--- config.mk ---
export PLATFORM = sky130hd
export DESIGN_NAME = timestamp_clock_offset_estimator
export DESIGN_NICKNAME = d
export VERILOG_FILES = /design/src/rtl/core/tcoe_pkg.sv /design/src/rtl/core/tcoe_fifo.sv /design/src/rtl/core/tcoe_front.sv /design/src/rtl/core/tcoe_back.sv /design/src/rtl/core/timestamp_clock_offset_estimator.sv
export SDC_FILE = /design/constraint.sdc
export NUM_CORES = 2
export LEC_CHECK = 0
export ABC_AREA = 1
export BUFFER_PORTS_ARGS = -buffer_cell sky130_fd_sc_hd__buf_2
export CORE_MARGIN = 3
export CORE_UTILIZATION = 55
export CTS_CLUSTER_DIAMETER = 100
export DETAILED_ROUTE_END_ITERATION = 8
export PLACE_DENSITY = 0.79
export SYNTH_ARGS = -nofsm -noshare
export SYNTH_HDL_FRONTEND = slang
export SYNTH_SLANG_ARGS = --single-unit
--- constraint.sdc ---
create_clock -name clk -period 10.8 [get_ports clk]
set_clock_uncertainty 0.05 [all_clocks]
set_input_delay 0 -clock clk [delete_from_list [all_inputs] [get_ports clk]]
set_output_delay 0 -clock clk [all_outputs]
set_load 0.05 [all_outputs]
--- src/rtl/core/tcoe_pkg.sv ---
`default_nettype none
// ----------------------------------------------------------------------------
// tcoe_pkg - shared types and constants of the clock offset estimator
// Holds the request and result layouts, the configuration set, the queue
// entry between front and back, and the fixed timing constants.
// ----------------------------------------------------------------------------
package tcoe_pkg;

	// Pipeline depth of the front part and the output queue depth.
	localparam int FRONT_STAGES = 6;
	localparam int INFLIGHT_W   = $clog2(FRONT_STAGES + 1);
	localparam int OUT_DEPTH    = 2;

	// Configuration port geometry and register indexes.
	localparam int CFG_IDX_W  = 2;
	localparam int CFG_DATA_W = 10;
	localparam logic [CFG_IDX_W-1:0] REG_OPTION_MODE = 2'd0;
	localparam logic [CFG_IDX_W-1:0] REG_MSGS_NEEDED = 2'd1;
	localparam logic [CFG_IDX_W-1:0] REG_RANGE_MS    = 2'd2;

	// Time constants in milliseconds.
	localparam logic [26:0] DAY_MS   = 27'd86400000;
	localparam logic [26:0] HALF_DAY = 27'd43200000;
	localparam logic [26:0] RTT_CAP  = 27'd86399999;

	// Magnitude / DAY_MS is estimated as (mag >> RECIP_LO) * DAY_RECIP >> RECIP_SHIFT.
	// The estimate never exceeds the true quotient and is at most one below it.
	localparam int RECIP_LO    = 17;
	localparam int RECIP_SHIFT = 20;
	localparam logic [10:0] DAY_RECIP = 11'd1590;

	// Reset values.
	localparam logic signed [31:0] NOT_SET = 32'sh7FFFFFFF;
	localparam logic [26:0] RTT_RESET    = 27'd1000;
	localparam logic [7:0]  TARGET_RESET = 8'd50;
	localparam logic [9:0]  RANGE_RESET  = 10'd1;
	localparam logic [7:0]  COUNT_MAX    = 8'hFF;

	// Request classes found by the front part.
	localparam logic [2:0] KIND_START   = 3'd0;
	localparam logic [2:0] KIND_REPLY   = 3'd1;
	localparam logic [2:0] KIND_SKIP    = 3'd2;
	localparam logic [2:0] KIND_NONSTD  = 3'd3;
	localparam logic [2:0] KIND_MISSING = 3'd4;

	// Result status codes.
	localparam logic [2:0] ST_ACCEPTED = 3'd0;
	localparam logic [2:0] ST_IN_RANGE = 3'd1;
	localparam logic [2:0] ST_SKIPPED  = 3'd2;
	localparam logic [2:0] ST_NONSTD   = 3'd3;
	localparam logic [2:0] ST_MISSING  = 3'd4;

	typedef struct packed {
		logic        command;
		logic [31:0] send_ms;
		logic [31:0] peer1_ms;
		logic [31:0] peer2_ms;
		logic [31:0] recv_ms;
	} sample_t;

	typedef struct packed {
		logic [2:0]         status;
		logic               done_res;
		logic [26:0]        rtt_ms;
		logic [26:0]        sigma_ms;
		logic signed [31:0] min_rtt_ms;
		logic signed [31:0] path_offset_ms;
		logic signed [31:0] offset_ms;
		logic [7:0]         accepted_count;
	} result_t;

	typedef struct packed {
		logic       option_mode;
		logic [7:0] msgs_needed;
		logic [9:0] range_ms;
	} cfg_t;

	// Classified request handed from the front part to the back part.
	typedef struct packed {
		logic [2:0]         kind;
		logic               plain_nonstd;
		logic               in_range;
		logic [26:0]        dcl;
		logic signed [26:0] fwd;
		logic signed [26:0] bwd;
		logic signed [27:0] sum;
		logic signed [26:0] half;
	} mid_item_t;

endpackage
`default_nettype wire

--- src/rtl/core/tcoe_fifo.sv ---
`default_nettype none
// ----------------------------------------------------------------------------
// tcoe_fifo - small synchronous queue
// Register-based first-in first-out queue with a fill count. DEPTH is a
// power of two of at least two; the head entry is always on rd_data.
// ----------------------------------------------------------------------------
module tcoe_fifo #(
	parameter int WIDTH = 8,
	parameter int DEPTH = 4,
	localparam int PTR_W = $clog2(DEPTH),
	localparam int CNT_W = $clog2(DEPTH + 1)
) (
	input  logic             clk,
	input  logic             arst_n,
	input  logic             wr_en,
	input  logic [WIDTH-1:0] wr_data,
	input  logic             rd_en,
	output logic [WIDTH-1:0] rd_data,
	output logic             empty,
	output logic [CNT_W-1:0] count
);

	logic [WIDTH-1:0] store_q [DEPTH];
	logic [PTR_W-1:0] wr_ptr_q;
	logic [PTR_W-1:0] rd_ptr_q;
	logic [CNT_W-1:0] count_q;

	// Pointers and fill count.
	always_ff @(posedge clk or negedge arst_n) begin
		if (!arst_n) begin
			wr_ptr_q <= '0;
			rd_ptr_q <= '0;
			count_q  <= '0;
		end else begin
			if (wr_en) begin
				wr_ptr_q <= wr_ptr_q + PTR_W'(1);
			end
			if (rd_en) begin
				rd_ptr_q <= rd_ptr_q + PTR_W'(1);
			end
			if (wr_en && !rd_en) begin
				count_q <= count_q + CNT_W'(1);
			end else if (!wr_en && rd_en) begin
				count_q <= count_q - CNT_W'(1);
			end
		end
	end

	// Entry storage.
	always_ff @(posedge clk) begin
		if (wr_en) begin
			store_q[wr_ptr_q] <= wr_data;
		end
	end

	assign rd_data = store_q[rd_ptr_q];
	assign empty   = (count_q == '0);
	assign count   = count_q;

endmodule
`default_nettype wire

--- src/rtl/core/tcoe_front.sv ---
`default_nettype none
// ----------------------------------------------------------------------------
// tcoe_front - request classification and day folding
// Six-stage pipeline that classifies each request, clamps the round trip,
// and folds the forward and backward deltas into plus or minus half a day.
// It never stalls; the top level grants requests only with queue room.
// ----------------------------------------------------------------------------
module tcoe_front
	import tcoe_pkg::*;
(
	input  logic                  clk,
	input  logic                  arst_n,
	input  logic                  in_valid,
	input  sample_t               in_item,
	input  cfg_t                  cfg,
	output logic                  out_valid,
	output mid_item_t             out_item,
	output logic [INFLIGHT_W-1:0] inflight
);

	localparam int LANES    = 2;
	localparam int LANE_FWD = 0;
	localparam int LANE_BWD = 1;

	typedef struct packed {
		logic [2:0]  kind;
		logic        plain_nonstd;
		logic        in_range;
		logic [26:0] dcl;
	} info_t;

	logic vld_s1, vld_s2, vld_s3, vld_s4, vld_s5, vld_s6;

	// Stage 1 signals.
	logic              any_top;
	logic              any_zero;
	logic [31:0]       back_ref;
	logic              cmd_s1;
	logic              opt_nonstd_s1;
	logic              opt_missing_s1;
	logic              plain_nonstd_s1;
	logic [32:0]       diff_s1;
	logic [LANES-1:0][32:0] dlt_s1;

	// Stage 2 signals.
	info_t                  info_c2;
	logic [LANES-1:0][32:0] neg_c2;
	logic [LANES-1:0][31:0] mag_c2;
	info_t                  info_s2;
	logic [LANES-1:0][31:0] mag_s2;
	logic [LANES-1:0]       sgn_s2;

	// Stage 3 signals.
	logic [LANES-1:0][25:0] prod_c3;
	info_t                  info_s3;
	logic [LANES-1:0][31:0] mag_s3;
	logic [LANES-1:0]       sgn_s3;
	logic [LANES-1:0][5:0]  est_s3;

	// Stage 4 signals.
	logic [LANES-1:0][31:0] rem_c4;
	info_t                  info_s4;
	logic [LANES-1:0]       sgn_s4;
	logic [LANES-1:0][27:0] r0_s4;

	// Stage 5 signals.
	logic [LANES-1:0][27:0] red_c5;
	logic [LANES-1:0][26:0] mod_c5;
	logic [LANES-1:0][26:0] fold_c5;
	info_t                  info_s5;
	logic [LANES-1:0][26:0] fold_s5;

	// Stage 6 signals.
	logic [27:0] fwd_x;
	logic [27:0] bwd_x;
	logic [27:0] dd_c6;
	logic [27:0] hsum_c6;
	mid_item_t   item_c6;
	mid_item_t   item_s6;

	// Valid bits of all stages.
	always_ff @(posedge clk or negedge arst_n) begin
		if (!arst_n) begin
			vld_s1 <= 1'b0;
			vld_s2 <= 1'b0;
			vld_s3 <= 1'b0;
			vld_s4 <= 1'b0;
			vld_s5 <= 1'b0;
			vld_s6 <= 1'b0;
		end else begin
			vld_s1 <= in_valid;
			vld_s2 <= vld_s1;
			vld_s3 <= vld_s2;
			vld_s4 <= vld_s3;
			vld_s5 <= vld_s4;
			vld_s6 <= vld_s5;
		end
	end

	// Stage 1: format checks and raw differences.
	assign any_top  = in_item.send_ms[31] | in_item.peer1_ms[31] |
			in_item.peer2_ms[31] | in_item.recv_ms[31];
	assign any_zero = (in_item.send_ms == '0) || (in_item.peer1_ms == '0) ||
			(in_item.peer2_ms == '0) || (in_item.recv_ms == '0);
	assign back_ref = cfg.option_mode ? in_item.peer2_ms : in_item.peer1_ms;

	always_ff @(posedge clk) begin
		cmd_s1           <= in_item.command;
		opt_nonstd_s1    <= cfg.option_mode & any_top;
		opt_missing_s1   <= cfg.option_mode & any_zero;
		plain_nonstd_s1  <= ~cfg.option_mode & in_item.peer1_ms[31];
		diff_s1          <= {1'b0, in_item.recv_ms} - {1'b0, in_item.send_ms};
		dlt_s1[LANE_FWD] <= {1'b0, in_item.peer1_ms} - {1'b0, in_item.send_ms};
		dlt_s1[LANE_BWD] <= {1'b0, in_item.recv_ms} - {1'b0, back_ref};
	end

	// Stage 2: class, clamped round trip, range test and delta magnitudes.
	always_comb begin
		info_c2.plain_nonstd = plain_nonstd_s1;
		priority if (!cmd_s1) begin
			info_c2.kind = KIND_START;
		end else if (opt_nonstd_s1) begin
			info_c2.kind = KIND_NONSTD;
		end else if (opt_missing_s1) begin
			info_c2.kind = KIND_MISSING;
		end else if (diff_s1[32]) begin
			info_c2.kind = KIND_SKIP;
		end else begin
			info_c2.kind = KIND_REPLY;
		end
		info_c2.dcl = (diff_s1[31:0] > {5'd0, RTT_CAP}) ? RTT_CAP : diff_s1[26:0];
		info_c2.in_range = (diff_s1[31:0] < {22'd0, cfg.range_ms});
		for (int j = 0; j < LANES; j++) begin
			neg_c2[j] = 33'd0 - dlt_s1[j];
			mag_c2[j] = dlt_s1[j][32] ? neg_c2[j][31:0] : dlt_s1[j][31:0];
		end
	end

	always_ff @(posedge clk) begin
		info_s2 <= info_c2;
		mag_s2  <= mag_c2;
		for (int j = 0; j < LANES; j++) begin
			sgn_s2[j] <= dlt_s1[j][32];
		end
	end

	// Stage 3: whole days estimated by a reciprocal multiply.
	always_comb begin
		for (int j = 0; j < LANES; j++) begin
			prod_c3[j] = {11'd0, mag_s2[j][31:RECIP_LO]} * {15'd0, DAY_RECIP};
		end
	end

	always_ff @(posedge clk) begin
		info_s3 <= info_s2;
		mag_s3  <= mag_s2;
		sgn_s3  <= sgn_s2;
		for (int j = 0; j < LANES; j++) begin
			est_s3[j] <= prod_c3[j][25:RECIP_SHIFT];
		end
	end

	// Stage 4: remainder after the estimated days, below two days.
	always_comb begin
		for (int j = 0; j < LANES; j++) begin
			rem_c4[j] = mag_s3[j] - (32'(est_s3[j]) * 32'(DAY_MS));
		end
	end

	always_ff @(posedge clk) begin
		info_s4 <= info_s3;
		sgn_s4  <= sgn_s3;
		for (int j = 0; j < LANES; j++) begin
			r0_s4[j] <= rem_c4[j][27:0];
		end
	end

	// Stage 5: final correction and fold into the signed half-day range.
	always_comb begin
		for (int j = 0; j < LANES; j++) begin
			red_c5[j] = r0_s4[j] - {1'b0, DAY_MS};
			mod_c5[j] = (r0_s4[j] >= {1'b0, DAY_MS}) ? red_c5[j][26:0] : r0_s4[j][26:0];
			if (!sgn_s4[j]) begin
				fold_c5[j] = (mod_c5[j] >= HALF_DAY) ? mod_c5[j] - DAY_MS : mod_c5[j];
			end else begin
				fold_c5[j] = (mod_c5[j] <= HALF_DAY) ? 27'd0 - mod_c5[j] : DAY_MS - mod_c5[j];
			end
		end
	end

	always_ff @(posedge clk) begin
		info_s5 <= info_s4;
		fold_s5 <= fold_c5;
	end

	// Stage 6: delta sum and the halved difference, truncated toward zero.
	always_comb begin
		fwd_x   = {fold_s5[LANE_FWD][26], fold_s5[LANE_FWD]};
		bwd_x   = {fold_s5[LANE_BWD][26], fold_s5[LANE_BWD]};
		dd_c6   = fwd_x - bwd_x;
		hsum_c6 = dd_c6 + {27'd0, dd_c6[27]};
		item_c6.kind         = info_s5.kind;
		item_c6.plain_nonstd = info_s5.plain_nonstd;
		item_c6.in_range     = info_s5.in_range;
		item_c6.dcl          = info_s5.dcl;
		item_c6.fwd          = fold_s5[LANE_FWD];
		item_c6.bwd          = fold_s5[LANE_BWD];
		item_c6.sum          = fwd_x + bwd_x;
		item_c6.half         = hsum_c6[27:1];
	end

	always_ff @(posedge clk) begin
		item_s6 <= item_c6;
	end

	assign out_valid = vld_s6;
	assign out_item  = item_s6;
	assign inflight  = INFLIGHT_W'($countones({vld_s1, vld_s2, vld_s3,
			vld_s4, vld_s5, vld_s6}));

endmodule
`default_nettype wire

--- src/rtl/core/tcoe_back.sv ---
`default_nettype none
// ----------------------------------------------------------------------------
// tcoe_back - measurement state update
// Takes one classified request per cycle from the queue while the output
// queue has room, updates the running averages, direction minima, least
// delta sum and offsets, and produces the matching result.
// ----------------------------------------------------------------------------
module tcoe_back
	import tcoe_pkg::*;
(
	input  logic      clk,
	input  logic      arst_n,
	input  cfg_t      cfg,
	input  logic      item_valid,
	input  mid_item_t item,
	input  logic      res_space,
	output logic      item_pop,
	output logic      res_valid,
	output result_t   res
);

	logic               active_q;
	logic [26:0]        rtt_q;
	logic [26:0]        dev_q;
	logic signed [31:0] min_fwd_q;
	logic signed [31:0] min_bwd_q;
	logic signed [31:0] least_q;
	logic signed [31:0] path_q;
	logic signed [31:0] final_q;
	logic [7:0]         count_q;

	logic               take;
	logic               active_n;
	logic [26:0]        rtt_n;
	logic [26:0]        dev_n;
	logic signed [31:0] min_fwd_n;
	logic signed [31:0] min_bwd_n;
	logic signed [31:0] least_n;
	logic signed [31:0] path_n;
	logic signed [31:0] final_n;
	logic [7:0]         count_n;
	logic [2:0]         status;

	logic [28:0]        rtt_sum;
	logic [26:0]        rtt_new;
	logic [27:0]        dev_diff;
	logic [27:0]        dev_neg;
	logic [26:0]        dev_abs;
	logic [28:0]        dev_sum;
	logic [7:0]         cnt_new;
	logic signed [31:0] fwd_x;
	logic signed [31:0] bwd_x;
	logic signed [31:0] sum_x;
	logic signed [31:0] half_x;
	logic signed [31:0] mf;
	logic signed [31:0] mb;
	logic [32:0]        fin_diff;
	logic [32:0]        fin_hsum;

	assign take      = item_valid & res_space;
	assign item_pop  = take;
	assign res_valid = take;

	// Next state for the request at the head of the queue.
	always_comb begin
		active_n  = active_q;
		rtt_n     = rtt_q;
		dev_n     = dev_q;
		min_fwd_n = min_fwd_q;
		min_bwd_n = min_bwd_q;
		least_n   = least_q;
		path_n    = path_q;
		final_n   = final_q;
		count_n   = count_q;
		status    = ST_SKIPPED;

		// Running averages as (3 * old + new) / 4.
		rtt_sum  = {2'b0, rtt_q} + {1'b0, rtt_q, 1'b0} + {2'b0, item.dcl};
		rtt_new  = rtt_sum[28:2];
		dev_diff = {1'b0, item.dcl} - {1'b0, rtt_new};
		dev_neg  = 28'd0 - dev_diff;
		dev_abs  = dev_diff[27] ? dev_neg[26:0] : dev_diff[26:0];
		dev_sum  = {2'b0, dev_q} + {1'b0, dev_q, 1'b0} + {2'b0, dev_abs};
		cnt_new  = (count_q == COUNT_MAX) ? count_q : count_q + 8'd1;

		// Direction minima, with a short round trip overriding both.
		fwd_x  = {{5{item.fwd[26]}}, item.fwd};
		bwd_x  = {{5{item.bwd[26]}}, item.bwd};
		sum_x  = {{4{item.sum[27]}}, item.sum};
		half_x = {{5{item.half[26]}}, item.half};
		mf = (fwd_x < min_fwd_q) ? fwd_x : min_fwd_q;
		mb = (bwd_x < min_bwd_q) ? bwd_x : min_bwd_q;
		if (item.in_range) begin
			mf = fwd_x;
			mb = bwd_x;
		end
		fin_diff = {mf[31], mf} - {mb[31], mb};
		fin_hsum = fin_diff + {32'd0, fin_diff[32]};

		if (item.kind == KIND_START) begin
			min_fwd_n = NOT_SET;
			min_bwd_n = NOT_SET;
			least_n   = NOT_SET;
			path_n    = NOT_SET;
			final_n   = NOT_SET;
			count_n   = 8'd0;
			active_n  = 1'b1;
			status    = ST_ACCEPTED;
		end else if (active_q) begin
			unique case (item.kind)
				KIND_NONSTD: begin
					active_n = 1'b0;
					status   = ST_NONSTD;
				end
				KIND_MISSING: begin
					active_n = 1'b0;
					status   = ST_MISSING;
				end
				KIND_REPLY: begin
					rtt_n   = rtt_new;
					dev_n   = dev_sum[28:2];
					count_n = cnt_new;
					if (item.plain_nonstd) begin
						active_n = 1'b0;
						status   = ST_NONSTD;
					end else begin
						min_fwd_n = mf;
						min_bwd_n = mb;
						if (sum_x < least_q) begin
							least_n = sum_x;
							path_n  = half_x;
						end
						status = item.in_range ? ST_IN_RANGE : ST_ACCEPTED;
						if (cnt_new >= cfg.msgs_needed) begin
							final_n  = fin_hsum[32:1];
							active_n = 1'b0;
						end
					end
				end
				default: begin
					status = ST_SKIPPED;
				end
			endcase
		end
	end

	// Result reports the state after the request.
	always_comb begin
		res.status         = status;
		res.done_res       = (final_n != NOT_SET);
		res.rtt_ms         = rtt_n;
		res.sigma_ms       = dev_n;
		res.min_rtt_ms     = least_n;
		res.path_offset_ms = path_n;
		res.offset_ms      = final_n;
		res.accepted_count = count_n;
	end

	// Measurement state.
	always_ff @(posedge clk or negedge arst_n) begin
		if (!arst_n) begin
			active_q  <= 1'b0;
			rtt_q     <= RTT_RESET;
			dev_q     <= '0;
			min_fwd_q <= NOT_SET;
			min_bwd_q <= NOT_SET;
			least_q   <= NOT_SET;
			path_q    <= NOT_SET;
			final_q   <= NOT_SET;
			count_q   <= '0;
		end else if (take) begin
			active_q  <= active_n;
			rtt_q     <= rtt_n;
			dev_q     <= dev_n;
			min_fwd_q <= min_fwd_n;
			min_bwd_q <= min_bwd_n;
			least_q   <= least_n;
			path_q    <= path_n;
			final_q   <= final_n;
			count_q   <= count_n;
		end
	end

	// An open measurement never carries a final offset.
	a_active_no_final: assert property (@(posedge clk) disable iff (!arst_n)
		active_q |-> final_q == NOT_SET)
		else $error("final offset present while a measurement is open");

	// A start request opens a clean measurement.
	a_start_clears: assert property (@(posedge clk) disable iff (!arst_n)
		take && item.kind == KIND_START |=>
		active_q && count_q == 8'd0 && least_q == NOT_SET && final_q == NOT_SET)
		else $error("start request did not clear the measurement");

	// The averages stay within one day.
	a_avg_bound: assert property (@(posedge clk) disable iff (!arst_n)
		rtt_q <= RTT_CAP && dev_q <= RTT_CAP)
		else $error("running average beyond one day");

	// Only a start request lowers the reply count.
	a_count_mono: assert property (@(posedge clk) disable iff (!arst_n)
		take && item.kind != KIND_START |=> count_q >= $past(count_q))
		else $error("reply count decreased without a start request");

endmodule
`default_nettype wire

--- src/rtl/core/timestamp_clock_offset_estimator.sv ---
`default_nettype none
// ----------------------------------------------------------------------------
// timestamp_clock_offset_estimator - clock offset from four-timestamp replies
// Estimates the offset of a peer clock from round trips carrying send,
// peer receive, peer transmit and local receive times of day.
// ----------------------------------------------------------------------------
// The block takes one request per clock cycle while full is low and gives one
// result for each, in order. A request passes the front pipeline that
// classifies it and folds the forward and backward deltas into plus or minus
// twelve hours, then a queue of MID_DEPTH entries, then the back part, which
// updates the measurement state and writes the result into a two-entry output
// queue. The state update loop in the back part sets the sustained rate of one
// request per cycle, which holds with MID_DEPTH of eight or more while results
// are popped as they appear. There is no clearing pass after reset.
// Configuration is taken at any time through the configuration channel and
// must only change while the block is idle. A start request (command 0) opens
// a measurement; reply requests (command 1) then refine it until msgs_needed
// replies have been accepted.
// ----------------------------------------------------------------------------
module timestamp_clock_offset_estimator
	import tcoe_pkg::*;
#(
	parameter int MID_DEPTH = 8
) (
	input  logic                  clk,
	input  logic                  arst_n,
	input  logic                  push,
	output logic                  full,
	input  sample_t               sample,
	output logic                  empty,
	input  logic                  pop,
	output result_t               result,
	input  logic                  cfg_valid,
	output logic                  cfg_ready,
	input  logic [CFG_IDX_W-1:0]  cfg_index,
	input  logic [CFG_DATA_W-1:0] cfg_data
);

	localparam int MID_CNT_W = $clog2(MID_DEPTH + 1);
	localparam int OUT_CNT_W = $clog2(OUT_DEPTH + 1);
	localparam int TOT_W     = $clog2(MID_DEPTH + FRONT_STAGES + 1);

	cfg_t                  cfg_q;
	logic                  in_take;
	logic                  front_valid;
	mid_item_t             front_item;
	logic [INFLIGHT_W-1:0] inflight;
	logic                  mid_empty;
	logic [MID_CNT_W-1:0]  mid_count;
	mid_item_t             mid_head;
	logic                  mid_pop;
	logic [TOT_W-1:0]      occupancy;
	logic                  res_valid;
	result_t               res;
	logic                  res_space;
	logic [OUT_CNT_W-1:0]  out_count;
	logic                  out_pop;

	// Configuration registers.
	assign cfg_ready = 1'b1;

	always_ff @(posedge clk or negedge arst_n) begin
		if (!arst_n) begin
			cfg_q.option_mode <= 1'b0;
			cfg_q.msgs_needed <= TARGET_RESET;
			cfg_q.range_ms    <= RANGE_RESET;
		end else if (cfg_valid && cfg_ready) begin
			unique case (cfg_index)
				REG_OPTION_MODE: cfg_q.option_mode <= cfg_data[0];
				REG_MSGS_NEEDED: cfg_q.msgs_needed <= cfg_data[7:0];
				REG_RANGE_MS:    cfg_q.range_ms    <= cfg_data;
				default: begin
				end
			endcase
		end
	end

	// Requests are granted only while the queue can hold every one in flight.
	assign occupancy = TOT_W'(inflight) + TOT_W'(mid_count);
	assign full      = (occupancy >= TOT_W'(MID_DEPTH));
	assign in_take   = push & ~full;

	tcoe_front u_front (
		.clk       (clk),
		.arst_n    (arst_n),
		.in_valid  (in_take),
		.in_item   (sample),
		.cfg       (cfg_q),
		.out_valid (front_valid),
		.out_item  (front_item),
		.inflight  (inflight)
	);

	tcoe_fifo #(
		.WIDTH ($bits(mid_item_t)),
		.DEPTH (MID_DEPTH)
	) u_mid_queue (
		.clk     (clk),
		.arst_n  (arst_n),
		.wr_en   (front_valid),
		.wr_data (front_item),
		.rd_en   (mid_pop),
		.rd_data (mid_head),
		.empty   (mid_empty),
		.count   (mid_count)
	);

	assign res_space = (out_count < OUT_CNT_W'(OUT_DEPTH));

	tcoe_back u_back (
		.clk        (clk),
		.arst_n     (arst_n),
		.cfg        (cfg_q),
		.item_valid (~mid_empty),
		.item       (mid_head),
		.res_space  (res_space),
		.item_pop   (mid_pop),
		.res_valid  (res_valid),
		.res        (res)
	);

	// Results wait here until taken.
	assign out_pop = pop & ~empty;

	tcoe_fifo #(
		.WIDTH ($bits(result_t)),
		.DEPTH (OUT_DEPTH)
	) u_out_queue (
		.clk     (clk),
		.arst_n  (arst_n),
		.wr_en   (res_valid),
		.wr_data (res),
		.rd_en   (out_pop),
		.rd_data (result),
		.empty   (empty),
		.count   (out_count)
	);

	// Requests in the front pipeline and the queue never exceed its depth.
	a_credit_bound: assert property (@(posedge clk) disable iff (!arst_n)
		occupancy <= TOT_W'(MID_DEPTH))
		else $error("more requests in flight than the queue can hold");

	// A result is only produced with room in the output queue.
	a_out_room: assert property (@(posedge clk) disable iff (!arst_n)
		res_valid |-> out_count < OUT_CNT_W'(OUT_DEPTH))
		else $error("result written into a full output queue");

	// The back part takes the queue head whenever there is room for its result.
	a_back_busy: assert property (@(posedge clk) disable iff (!arst_n)
		!mid_empty && res_space |-> mid_pop && res_valid)
		else $error("back part idle with work and room available");

endmodule
`default_nettype wire

== After elaboration in Yosys (flattened, before gate mapping) ==
Memories as Yosys holds them, arrays and structs flattened.
Index checks and enable logic that the tools add are counted.

* Multipliers: 4
* Magnitude comparators: 14
* Bitwise gates (word level): 14
* Reduce and logical (&&, ||, !) cells: 28
* Multiplexer cells: 70
* Eq/ne operators: 8
* Add/subtract/negate cells: 41

{| class="wikitable"
|+ Operators by type and width
! cell !! count
|-
| two-way mux 32 bit || 30
|-
| two-way mux 27 bit || 15
|-
| subtractor 32 x 32 -> 33 bit || 4
|-
| zero test 32 bit || 4
|-
| subtractor 27 bit, second input constant || 4
|-
| subtractor 1 x 27 -> 27 bit, first input constant || 3
|-
| less-than comparator 27 x 32 -> 1 bit || 2
|-
| subtractor 1 x 32 -> 32 bit, first input constant || 2
|-
| adder 27 x 28 -> 29 bit || 2
|-
| adder 29 x 27 -> 29 bit || 2
|-
| greater-or-equal comparator 28 x 27 -> 1 bit, second input constant || 2
|-
| subtractor 27 x 27 -> 28 bit || 2
|-
| subtractor 28 bit || 2
|-
| greater-or-equal comparator 27 x 26 -> 1 bit, second input constant || 2
|-
| less-or-equal comparator 27 x 26 -> 1 bit, second input constant || 2
|-
| subtractor 27 bit, first input constant || 2
|-
| multiplier 15 x 10 -> 25 bit, second input constant || 2
|-
| multiplier 6 x 17 -> 18 bit, second input constant || 2
|-
| adder 33 x 1 -> 33 bit || 1
|-
| > comparator 32 x 27 -> 1 bit, second input constant || 1
|-
| less-than comparator 28 x 32 -> 1 bit || 1
|-
| less-than comparator 32 x 10 -> 1 bit || 1
|-
| two-way mux 8 bit || 4
|-
| inequality test 32 bit, second input constant || 1
|-
| other kinds (41) || 86
|}

* Register bits after elaboration: 882
* Input port bits: 146
* Word-level logic and storage cells: 250
* Memories kept: 2
* Output and inout port bits: 165
* Memory bits (writable): 1452

{| class="wikitable"
|+ Memory list
! memory !! depth !! bits a word !! rd ports !! clocked after memory_dff !! write ports !! line !! text
|-
| u_mid_queue.store_q || 8 || 141 || 1 || 0 || 1 || tcoe_fifo.sv:23 || <nowiki>logic [WIDTH-1:0] store_q [DEPTH];</nowiki>
|-
| u_out_queue.store_q || 2 || 162 || 1 || 0 || 1 || tcoe_fifo.sv:23 ||
|}

== Depth between registers and ports, before layout ==
An unclocked memory read counts as a cell.

* Depth in word-level cells: 12
* Gate-level depth with buffers: 68
* Gate-level depth less buffers: 58

== By module ==
From an unflattened synthesis, not the netlist that was laid out.

* Cell total of the unflattened synthesis: 13305
* Area total of the unflattened synthesis: 122784.0 um^2

{| class="wikitable"
|+ Modules (own cells, without submodules)
! module !! cells an instance !! times used !! seq. area each (um^2) !! area an instance (um^2)
|-
| tcoe_fifo at u_mid_queue || 3821 || 1 || 34122.7 || 45403.5
|-
| tcoe_front || 5102 || 1 || 12562.0 || 39816.9
|-
| tcoe_back || 3756 || 1 || 5781.8 || 24477.2
|-
| tcoe_fifo at u_out_queue || 528 || 1 || 9829.4 || 12165.4
|-
| timestamp_clock_offset_estimator || 98 || 1 || 480.5 || 920.9
|}

== Worst setup path after synthesis ==
Ideal clock, no wire load.

* Kind: register to register
* From: register u_mid_queue.rd_ptr_q[0]
* To: memory u_out_queue.store_q[0][127] (netlist name) (data pin)
* Slack: 1.244 ns
* Data arrival time: 9.229 ns
* Period minus slack after synthesis: 9.556 ns
* Cell stages (with the launch flop): 60
* Setup time: 0.277 ns
* Required time: 10.473 ns
* Path through: dfrtp_1 buf_6 buf_6 buf_4 buf_2 buf_2 buf_2 buf_2 buf_2 clkbuf_1 buf_1 nor2_1 nor2_1 o21ai_0 a31oi_1 fa_1 nand2_1 nor2_1 [24 not listed] clkbuf_1 nand2_1 o21ai_0 fa_1 nor3_1 inv_1 fa_1 o211ai_1 a21boi_1 o31ai_1 a21oi_1 o21ai_0 a21boi_1 inv_1 a21oi_1 o21ai_1 xnor2_1 a21oi_1

{| class="wikitable"
|+ RTL lines
! item !! line !! text
|-
| start, declared || tcoe_fifo.sv:25 || <nowiki>logic [PTR_W-1:0] rd_ptr_q;</nowiki>
|-
| start signal, assigned || tcoe_fifo.sv:39 || <nowiki>rd_ptr_q <= rd_ptr_q + PTR_W'(1);</nowiki>
|-
| end, declared || tcoe_fifo.sv:23 ||
|}

==> flow_summary.ini <==
[run_status]
outcome = complete, no violations

[global_route]
grt_pass1_wl_um = 481200
antenna_found_initial = 11
grt_max_degree = 185
grt_pass1_vias = 85960
grt.total_usage_pct = 28.11
overflow = 0

[synth]
ys_seq_area_share_pct = 53.93
yosysMostFrequentCell = nand2_1
yosysWarnings = 0
synth_largest_area_cell = edfxtp_1
avgSynthCellArea_sq_um = 9.739
ys_top_cells_by_area = edfxtp_1 37%, dfxtp_1 11%, ha_1 7.7%
syn_area_sq_mm = 0.1164
synth_top_area_share_pct = 37.46
ys_async_sr_fraction_pct = 11.23
synth_cells = 11950
yosys-top-cells-count = 2,278 x nand2_1, 1,452 x edfxtp_1, 1,324 x inv_1
yosys_register_bits = 2334
synthDistinctLibCells = 75
syn_nets = 12980
synth_edf_count = 1452
synthFlopType = edfxtp_1

[critical_path]
r2r_end = u_back.dev_q[21]$_DFFE_PN0P_
path_class = flop to flop
cpLargestDelayFamily = compound AO/OA/AOI/OAI gates
r2r-start = u_mid_queue.rd_ptr_q[1]$_DFFE_PN0P_
rr_worst_depth = 45
crit_arrival_ps = 10430
required_ps = 11470
crit_path_end_kind = flop
crit_top_cell = nand2_1
path_buf_inv = 5
crit_fanout = 90
r2r_slack_ps = 1050
worstSetupPathDepth = 45
cp-endpoint = u_back.dev_q[21]$_DFFE_PN0P_
crit_path_max_incr_delay_ps = 650
slowest_stage = dfrtp_4
critPathLaunchType = flop
crit_path_start = u_mid_queue.rd_ptr_q[1]$_DFFE_PN0P_

[worst_hold_path]
hold_class = input port to flop
min_path_cells = 4

[finish]
utilization_pct = 62.46
drive_gt1_share_pct = 8.462
fillers = 16220
layout.nets = 13480
syn2layout_area_growth_pct = 12.69

[cts]
cts_buffers = 218
clockRootBuffer = clkbuf_16
htree_num_levels = 4
clock_latency_ps = 890
clk_pin_slew_ps = 60
cts_buffer_depth = 3
clkSinkCount = 2334
cts_tree = yes

[sta]
fin_tns_setup_ps = 0
slew_violations = 0
fin_crit_sh_pct = 90.29
layout_setup_ws_ps = 1049
slew_headroom_pct = 14.40
fin_crit_ps = 9751
rsz0062_at_grt = no
tightest_slew_ps = 1271
finalSetupViolCount = 0
fmax_ghz = 0.1026
hold_violations = 0

[placed_design]
gp_congestion = 0.9824
post-dp-hpwl_um = 215500
dp_slack_ps = 632.0
portBuffers = 309

[floorplan]
die_h_um = 466.0
core_sq_mm = 0.2100
die_width_um = 466.0
dieArea_sq_mm = 0.2172
ios = 311
rows = 168
start_util_pct = 55.43

[drt]
postRouteAntennaNets = 0
drc = 0
avgRoutedWirePerCell_um = 20.14
num_vias = 87820
firstDrtPassIters = 6
routed_via_density = 5.684
routed_wl_um = 311200
dr.first_iter.drc_count = 8335

[flow_run]
max_cap_violations = 0
==> layout make-up <==
type                    instances  area (sq um)  share of cell area [%]
diodes                          2         5.005                0.003816
clock buffers                 308          6191                   4.720
repair buffers                689          5348                   4.077
repair inverters                1         11.26                0.008585
well taps                    2805          3510                   2.676
flip-flops and latches       2334         62790                   47.87
inverters                    1351          5126                   3.908
clock inverters               106          1285                  0.9797
multi-input cells            7856         46900                   35.75
==> sequential cells by signal, summed over array words and instances, names as in the netlist, 33 cells and up <==
| register | cells |
|---|---|
| u_front.out_item | 141 |
| u_front.mag_s2 | 64 |
| u_out_queue.store_q | 324 |
| u_front.mag_s3 | 56 |
| u_front.r0_s4 | 56 |
| u_front.diff_s1 | 33 |
| u_front.dlt_s1 | 66 |
| u_mid_queue.store_q | 1128 |
==> layout by cell type, fill, tap and decap left out, types with 20 or more instances in the layout <==
cell type      synthesis  routed
fa_1                 170     170
nor4_1                59      59
nor2_1              1142    1128
a21o_1                28      28
o22ai_1              211     211
a31oi_1              125     125
dlygate4sd3_1          0     284
dfxtp_1              620     620
nand4_1               90      90
ha_1                 712     712
o21ai_1               63      64
o21a_1                31      31
clkinv_2               0      38
nand3b_1              20      20
clkbuf_16              0     224
clkbuf_1             286      57
nand2_1             2278    2278
inv_2                 22      20
edfxtp_1            1452    1452
buf_4                 16      78
a21oi_1              645     645
dfstp_2              165     165
xor2_1               325     325
a32o_1                27      27
o21ai_0              993     992
o211ai_1              70      70
o21bai_1              32      32
inv_1               1324    1324
dfrtp_1               97      92
buf_2                 48     308
clkbuf_8               0      27
or2_2                 23      23
xnor2_1              143     143
nor3_1                96      96
nand3_1              347     346
mux2i_1               30      30
==> tightest hold or removal path, stage by stage <==
cell	delay, ps
dlygate4sd3_1	520
buf_2	100
inv_1	110
o21ai_0	180
==> through the flow <==
stage	area (sq um)	hold slack, ps	cells
floorplan	116400	-345.6	11950
global placement	120700	48.98	14750
detailed placement	120700	58.70	14750
CTS	131000	3.515	15440
global route	131200	48.96	15450
finish	131200	29.23	15450
==> timing repair <==
item | 4_1_cts | 5_1_grt
endpoints found under the setup margin | 0 | 30
buffers inserted | 0 | 6
hold buffers | 284 | 0
resized for setup | 0 | 5
endpoints found under the hold margin | 292 | 0
==> how the worst min path moves through the flow <==
stage	start	endpoint	slack, ps
floorplan	arst_n	cfg_q[10]$_DFFE_PN0P_	-350
global placement	arst_n	u_back.final_q[31]$_DFFE_PN0P_	50
detailed placement	arst_n	u_back.final_q[31]$_DFFE_PN0P_	60
CTS	cfg_data[3]	cfg_q[13]$_DFFE_PN0P_	4
global route	cfg_data[3]	cfg_q[13]$_DFFE_PN0P_	50
finish	cfg_data[3]	cfg_q[13]$_DFFE_PN0P_	30
==> per-layer routing <==
| metal | track usage, % | wire, um | vias up |
|---|---|---|---|
| met5 | 0 | 73 | - |
| met4 | 10.04 | 11790 | 10 |
| met3 | 4.619 | 24800 | 641 |
| met2 | 46.79 | 147400 | 3702 |
| met1 | 37.28 | 127200 | 41960 |
| li1 | - | - | 41510 |
==> cells by family (layout without fill, tap and decap cells) <==
| group | Yosys count | in the layout | synth area share (%) |
|---|---|---|---|
| flip-flops | 2334 | 2334 | 53.93 |
| XOR/XNOR | 471 | 471 | 3.563 |
| AND/OR/NAND/NOR | 4120 | 4120 | 14.42 |
| multiplexers | 31 | 31 | 0.2677 |
| buffers and inverters | 1762 | 2455 | 5.878 |
| AO/OA/AOI/OAI | 2351 | 2351 | 11.36 |
| adder cells (fa/ha/maj) | 882 | 882 | 10.58 |
| other | 1 | 3 | 0.003222 |
Power is left out: the tool's default activity adds up to more than one toggle a clock period on the data nets, which glitch-free logic cannot reach.
